--- src/rtl/crcws_pkg.sv ---
// ----------------------------------------------------------------------------
// CRC-32C word-sum hash package
// Shared types, constants and the unrolled CRC-32C word step.
// ----------------------------------------------------------------------------
package crcws_pkg;

  typedef logic [31:0] word_t;
  typedef logic [2:0]  count_t;
  typedef logic [31:0][31:0] crc_cols_t;

  // Reset value of the seed register.
  localparam word_t SEED_RESET = 32'h1234_5678;

  // Bit-reversed Castagnoli polynomial 0x1EDC6F41.
  localparam word_t POLY_REFLECTED = 32'h82F6_3B78;

  // Byte count of a whole chunk; larger counts saturate to it.
  localparam count_t FULL_COUNT = 3'd4;

  // Number of bytes that a short tail can carry.
  localparam int unsigned TAIL_BYTES = 3;

  // Item passed from the CRC stage to the accumulator.
  typedef struct packed {
    logic  valid;
    logic  last;
    word_t addend;
  } crcws_item_t;

  // Thirty-two reflected shifts of the CRC register; used only to build
  // the constant column table below.
  function automatic word_t crc_shift32(input word_t start);
    word_t c;
    c = start;
    for (int i = 0; i < 32; i++) begin
      c = (c >> 1) ^ (c[0] ? POLY_REFLECTED : '0);
    end
    return c;
  endfunction

  // Response of the word step to each single input bit.
  function automatic crc_cols_t crc_col_table();
    crc_cols_t cols;
    for (int i = 0; i < 32; i++) begin
      cols[i] = crc_shift32(word_t'(1) << i);
    end
    return cols;
  endfunction

  localparam crc_cols_t CRC_COLS = crc_col_table();

  // The word step is linear over GF(2): an XOR of the columns of set bits.
  function automatic word_t crc_lin(input word_t d);
    word_t r;
    r = '0;
    for (int i = 0; i < 32; i++) begin
      r = r ^ (d[i] ? CRC_COLS[i] : '0);
    end
    return r;
  endfunction

  // Step response of the reset seed alone.
  localparam word_t SEED_CRC_RESET = crc_lin(SEED_RESET);

  // Tail packing: each sign-extended byte j weighted by 16^j, modulo 2^32.
  function automatic word_t pack_tail(input word_t w, input count_t cnt);
    word_t packed_val;
    word_t b;
    packed_val = '0;
    for (int j = 0; j < TAIL_BYTES; j++) begin
      b = {{24{w[8*j+7]}}, w[8*j +: 8]};
      if (count_t'(j) < cnt) begin
        packed_val = packed_val + (b << (4 * j));
      end
    end
    return packed_val;
  endfunction

endpackage

--- src/rtl/crcws_stage.sv ---
// ----------------------------------------------------------------------------
// CRC-32C word-sum hash: input and CRC stage
// Registers each incoming item, packs the tail, runs the word step and
// registers the value to be added to the running sum.
// ----------------------------------------------------------------------------
module crcws_stage (
  input  logic                  clk,
  input  logic                  rst,
  input  logic                  in_valid,
  output logic                  in_stall,
  input  crcws_pkg::word_t      chunk_word,
  input  crcws_pkg::count_t     valid_bytes,
  input  logic                  last,
  input  crcws_pkg::word_t      seed_crc,
  output crcws_pkg::crcws_item_t stage_out,
  input  logic                  stage_ready
);
  import crcws_pkg::*;

  logic   a_valid;
  word_t  a_word;
  count_t a_count;
  logic   a_last;

  logic   b_ready;
  logic   a_take;
  logic   in_take;
  logic   full_word;
  word_t  operand;
  word_t  crc_val;
  word_t  addend_next;

  // Handshake: the input register frees up when its item moves on.
  assign b_ready  = !stage_out.valid || stage_ready;
  assign a_take   = a_valid && b_ready;
  assign in_stall = a_valid && !b_ready;
  assign in_take  = in_valid && !in_stall;

  // Input register.
  always_ff @(posedge clk) begin
    if (rst) begin
      a_valid <= 1'b0;
    end else if (in_take) begin
      a_valid <= 1'b1;
    end else if (a_take) begin
      a_valid <= 1'b0;
    end
    if (in_take) begin
      a_word  <= chunk_word;
      a_count <= valid_bytes;
      a_last  <= last;
    end
  end

  // Operand selection and word step. The seed term enters by linearity;
  // a full final chunk also adds the hash of the empty tail.
  always_comb begin
    full_word   = !a_last || (a_count >= FULL_COUNT);
    operand     = full_word ? a_word : pack_tail(a_word, a_count);
    crc_val     = crc_lin(operand) ^ seed_crc;
    addend_next = crc_val + ((a_last && full_word) ? seed_crc : '0);
  end

  // Addend register.
  always_ff @(posedge clk) begin
    if (rst) begin
      stage_out.valid <= 1'b0;
    end else if (b_ready) begin
      stage_out.valid <= a_valid;
    end
    if (a_take) begin
      stage_out.last   <= a_last;
      stage_out.addend <= addend_next;
    end
  end

endmodule

--- src/rtl/crcws_accum.sv ---
// ----------------------------------------------------------------------------
// CRC-32C word-sum hash: accumulator and result register
// Adds each addend into the running sum and presents the hash on the
// final item of a string.
// ----------------------------------------------------------------------------
module crcws_accum (
  input  logic                   clk,
  input  logic                   rst,
  input  crcws_pkg::crcws_item_t stage_in,
  output logic                   stage_ready,
  output logic                   out_valid,
  input  logic                   out_stall,
  output crcws_pkg::word_t       hash_value
);
  import crcws_pkg::*;

  word_t running_sum;
  word_t total;
  logic  out_free;
  logic  consume;

  // Only a final item needs room in the result register.
  assign out_free    = !out_valid || !out_stall;
  assign stage_ready = !stage_in.last || out_free;
  assign consume     = stage_in.valid && stage_ready;
  assign total       = running_sum + stage_in.addend;

  // Running sum, cleared once a string is finished.
  always_ff @(posedge clk) begin
    if (rst) begin
      running_sum <= '0;
    end else if (consume) begin
      running_sum <= stage_in.last ? '0 : total;
    end
  end

  // Result register.
  always_ff @(posedge clk) begin
    if (rst) begin
      out_valid <= 1'b0;
    end else if (consume && stage_in.last) begin
      out_valid <= 1'b1;
    end else if (!out_stall) begin
      out_valid <= 1'b0;
    end
    if (consume && stage_in.last) begin
      hash_value <= total;
    end
  end

endmodule

--- src/rtl/crc32c_word_sum_hash_top.sv ---
// ----------------------------------------------------------------------------
// CRC-32C word-sum hash top level
// Additive hash of a byte string delivered as 32-bit little-endian chunks.
// ----------------------------------------------------------------------------
// Usage:
// The input channel (in_valid / in_stall) carries one chunk per item:
// chunk_word with the first byte in bits 7:0, valid_bytes and last.
// valid_bytes counts only on the final item; other chunks are whole words.
// Each chunk is run through a CRC-32C word step from the seed and summed.
// The output channel (out_valid / out_stall) gives one hash_value item per
// string, on its final chunk; the sum then restarts from zero.
// An item is taken every cycle while in_stall is low. The result of a final
// chunk passes through the input register, then the addend register, then
// the result register. A stalled result stays in the result register while
// non-final chunks keep flowing; only a second final chunk waits behind it,
// and the input stalls once both internal registers are occupied. The seed
// is written through cfg_we / cfg_wdata; the user must write it only while
// the block is idle, which the block itself does not enforce. Its CRC term
// is registered from the seed register, so a write takes effect through the
// seed register and then the seed term register. Synchronous reset empties
// the pipeline, clears the running sum and restores the seed to 0x12345678.
// ----------------------------------------------------------------------------
module crc32c_word_sum_hash_top (
  input  logic                clk,
  input  logic                rst,
  input  logic                cfg_we,
  input  crcws_pkg::word_t    cfg_wdata,
  input  logic                in_valid,
  output logic                in_stall,
  input  crcws_pkg::word_t    chunk_word,
  input  crcws_pkg::count_t   valid_bytes,
  input  logic                last,
  output logic                out_valid,
  input  logic                out_stall,
  output crcws_pkg::word_t    hash_value
);
  import crcws_pkg::*;

  word_t       seed;
  word_t       seed_crc;
  crcws_item_t stage_item;
  logic        stage_ready;

  // Seed register and its registered word-step term.
  always_ff @(posedge clk) begin
    if (rst) begin
      seed     <= SEED_RESET;
      seed_crc <= SEED_CRC_RESET;
    end else begin
      if (cfg_we) begin
        seed <= cfg_wdata;
      end
      seed_crc <= crc_lin(seed);
    end
  end

  // Input register and CRC stage.
  crcws_stage u_stage (
    .clk         (clk),
    .rst         (rst),
    .in_valid    (in_valid),
    .in_stall    (in_stall),
    .chunk_word  (chunk_word),
    .valid_bytes (valid_bytes),
    .last        (last),
    .seed_crc    (seed_crc),
    .stage_out   (stage_item),
    .stage_ready (stage_ready)
  );

  // Accumulator and result register.
  crcws_accum u_accum (
    .clk         (clk),
    .rst         (rst),
    .stage_in    (stage_item),
    .stage_ready (stage_ready),
    .out_valid   (out_valid),
    .out_stall   (out_stall),
    .hash_value  (hash_value)
  );

`ifndef SYNTHESIS
  // The addend stage holds back only a final item behind a stalled result.
  assert property (@(posedge clk) disable iff (rst)
    stage_item.valid && !stage_ready |-> stage_item.last && out_valid && out_stall)
    else $error("addend stage blocked without a waiting result");

  // A fresh result always comes from a final item in the addend stage.
  assert property (@(posedge clk) disable iff (rst)
    out_valid && !$past(out_valid) |-> $past(stage_item.valid && stage_item.last))
    else $error("result appeared without a final item");

  // The seed term is the registered word step of the seed register.
  assert property (@(posedge clk) disable iff (rst)
    cfg_we |=> ##1 seed_crc == crc_lin(seed))
    else $error("seed term not refreshed after a write");
`endif

endmodule
--- config.mk ---
export PLATFORM = sky130hd
export DESIGN_NAME = crc32c_word_sum_hash_top
export DESIGN_NICKNAME = d
export VERILOG_FILES = /design/src/rtl/crcws_pkg.sv /design/src/rtl/crcws_stage.sv /design/src/rtl/crcws_accum.sv /design/src/rtl/crc32c_word_sum_hash_top.sv
export SDC_FILE = /design/constraint.sdc
export NUM_CORES = 1
export LEC_CHECK = 0
export BUFFER_PORTS_ARGS = -buffer_cell sky130_fd_sc_hd__buf_2
export CAP_MARGIN = 40
export CORE_MARGIN = 2
export CORE_UTILIZATION = 45
export CTS_CLUSTER_DIAMETER = 150
export DETAILED_ROUTE_END_ITERATION = 10
export PLACE_DENSITY_LB_ADDON = 0.08
export SYNTH_ARGS = -nofsm -noshare
export SYNTH_HDL_FRONTEND = slang
export SYNTH_HIERARCHICAL = 1
export SYNTH_SLANG_ARGS = --single-unit
--- constraint.sdc ---
create_clock -name clk -period 8.2 [get_ports clk]
set_input_delay 0.41 -clock clk [delete_from_list [all_inputs] [get_ports clk]]
set_output_delay 0.41 -clock clk [all_outputs]
set_load 0.01 [all_outputs]
==> flow_summary.ini <==
[outcome]
outcome = finished, final reports clean

[synth]
synth_top_area_cell = edfxtp_1
synth_cell_types = 96
async_flop_share_pct = 0
ys_ff_latch = 200
synthCells = 1773
ys_seq_area_share_pct = 28.1
syn_nets = 1947
syn_avg_cell_area_um2 = 10.1
syn_area_um2 = 17900
ys.warnings.count = 6
yosys.area.top_type_share_pct = 17.0
synth_edf_count = 101
synth.area.top_cells = edfxtp_1 (17%), xnor2_1 (16%), dfxtp_1 (11%)
synth_flop_cell = edfxtp_1

[setup_path]
cp_data_required_time_ns = 8.44
start_kind = register
critPathMostFrequentCell = a21oi_2
worstSetupPathType = register to register
worstPathMaxFanout = 4
arrival_ns = 8.14
cp_slowest_cell = fa_1
critPathCaptureType = register
max_stage_delay_ns = 0.45

[placement]
gp_congestion = 0.937
dp_cells = 2496
place_area_um2 = 20100
hpwl_um = 41400
post-place-ws_ns = -0.361
io_buffers = 106

[global_route]
grt_max_degree = 85
grt-ovfl-total = 0
gr-usage-all-layers_pct = 25.3
antenna_found_initial = 0
grt_pass1_wl_um = 79100
grt_pass1_vias = 13700

[timing]
tightest_slew_ns = 0.891
worst_slack_ns = 0.299
fin_tns_setup_ns = 0
rsz0062_at_grt = yes
fin_crit_sh_pct = 96.3
hold_viol_final = 0
fin_crit_ns = 7.90
fin_worst_hold_slack_ns = 0.0785
finalSetupViolCount = 0
fmax_ghz = 0.127
maxSlewViolCount = 0
skew_ns = 0.0102
slew_headroom_pct = 40.6

[detailed_routing]
wl_per_cell_um = 20.2
drc = 0
vias_per_cell = 5.43
num_vias = 13900
antenna_left = 0
drtIter0Drc = 966
drt_first_pass_iters = 7
drt-total-wl_um = 51700

[layout]
n_antenna_cell = 0
fin_util_pct = 55.2
final_cell_mix = xnor2_1 (315), buf_4 (210), nor2_1 (126)
drive_above_1_share_pct = 24.3
nets = 2196
post-route-cell-area_um2 = 21500
stdcell_count = 2553
areaGrowthSynthToFinish_pct = 20.3
layout_commonest_cell = xnor2_1

[floorplanning]
fp.dieW_um = 203
die_h_um = 203
io_pins = 107
die_area_um2 = 41300
initial_core_util_pct = 45.9
fp-row-count = 72
design.core.area_um2 = 38900

[clock_tree]
holdBufCountCts = 0
clkTransAtPathRegs_ns = 0.07
cts_buffers = 17
root_buffer = clkbuf_16
clockBufferDepth = 2
htreeDepth = 4
cts_tree = yes
clock_sinks = 200
insertion_delay_ns = 0.50

[worst_hold_path]
hp-class = input pin to register

[pwr]
report.power.total_mw = 10.7
peakVddDrop_uv = 220
p_leak_nw = 9.34
power.density_nw_per_um2 = 500

[run]
cap_violations = 0
==> timing repair <==
action                                  CTS  global route
endpoints found under the hold margin     0             0
gates cloned                              0             0
setup buffers                             6            20
endpoints found under the setup margin   16            20
gates resized for setup                  41            66
pin swaps                                24            63
==> critical path, delay by kind of cell, from the launching register on <==
family	cells	cell delay, ns
compound gates	16	3.31
fa+ha+maj	5	1.58
xor+xnor	6	1.44
simple gates	8	0.87
flops	1	0.43
==> kinds of logic (layout without fill, tap and decap cells) <==
family | Yosys count | count (layout) | synth area share [%]
simple gates | 394 | 394 | 11.0
buf+inv | 118 | 380 | 2.96
mux | 25 | 25 | 1.40
flops | 200 | 200 | 28.1
compound gates | 396 | 396 | 16.1
fa+ha+maj | 101 | 101 | 7.45
xor+xnor | 539 | 539 | 33.0
==> routing by layer <==
layer	GRT usage (%)	routed length, um
met4	8.97	1610
met5	0	0
met3	5.54	2840
met2	40.1	23500
met1	34.0	23700
==> final timing paths <==
kind	start	to	slack, ns	cells past startpoint
max	u_stage/a_count[2]$_DFFE_PP_	u_stage/stage_out[31]$_DFFE_PP_	0.30	35
min	chunk_word[15]	u_stage/a_word[15]$_DFFE_PP_	0.08	1
max reg2reg	u_stage/a_count[2]$_DFFE_PP_	u_stage/stage_out[31]$_DFFE_PP_	0.30	35
min reg2reg	u_accum/running_sum[0]$_SDFFE_PP0P_	u_accum/running_sum[0]$_SDFFE_PP0P_	0.46	2
==> state kept, by name, summed over array words and instances (netlist names), 3 cells and up <==
register,flops
u_stage/a_word,32
u_stage/a_count,3
u_accum/running_sum,32
u_stage/stage_out,34
u_accum/hash_value,32
seed,32
seed_crc,32
==> synth_stat cells (all sizes together), types with 7 or more instances <==
master  instances
xnor2         340
nor2          129
xor2          122
a21oi         101
edfxtp        101
dfxtp          99
ha             92
nand2          74
xnor3          68
o21ai          64
buf            52
a21o           43
clkbuf         40
and3           37
nor2b          31
inv            26
mux2i          25
nand3          24
nand2b         23
nor3           19
o21a           19
a31oi          18
a22o           17
a211o          16
a22oi          14
nand4          14
a211oi         12
o21bai         12
o211ai         10
fa              9
xor3            9
and2            8
a21boi          7
==> layout make-up <==
| class | instances | area, um^2 |
|---|---|---|
| fillers | 3521 | 17400 |
| flip-flops and latches | 200 | 5010 |
| clock buffers | 18 | 429 |
| well taps | 518 | 648 |
| repair buffers | 322 | 2220 |
| clock inverters | 14 | 166 |
| inverters | 26 | 97.6 |
| multi-input cells | 1455 | 12900 |
==> where the power goes <==
part	switching [mW]	internal (mW)	total (mW)
combinational	4.05	4.09	8.15
sequential	0.183	1.54	1.72
clock	0.419	0.456	0.875
(Power assumes the default switching activity.)
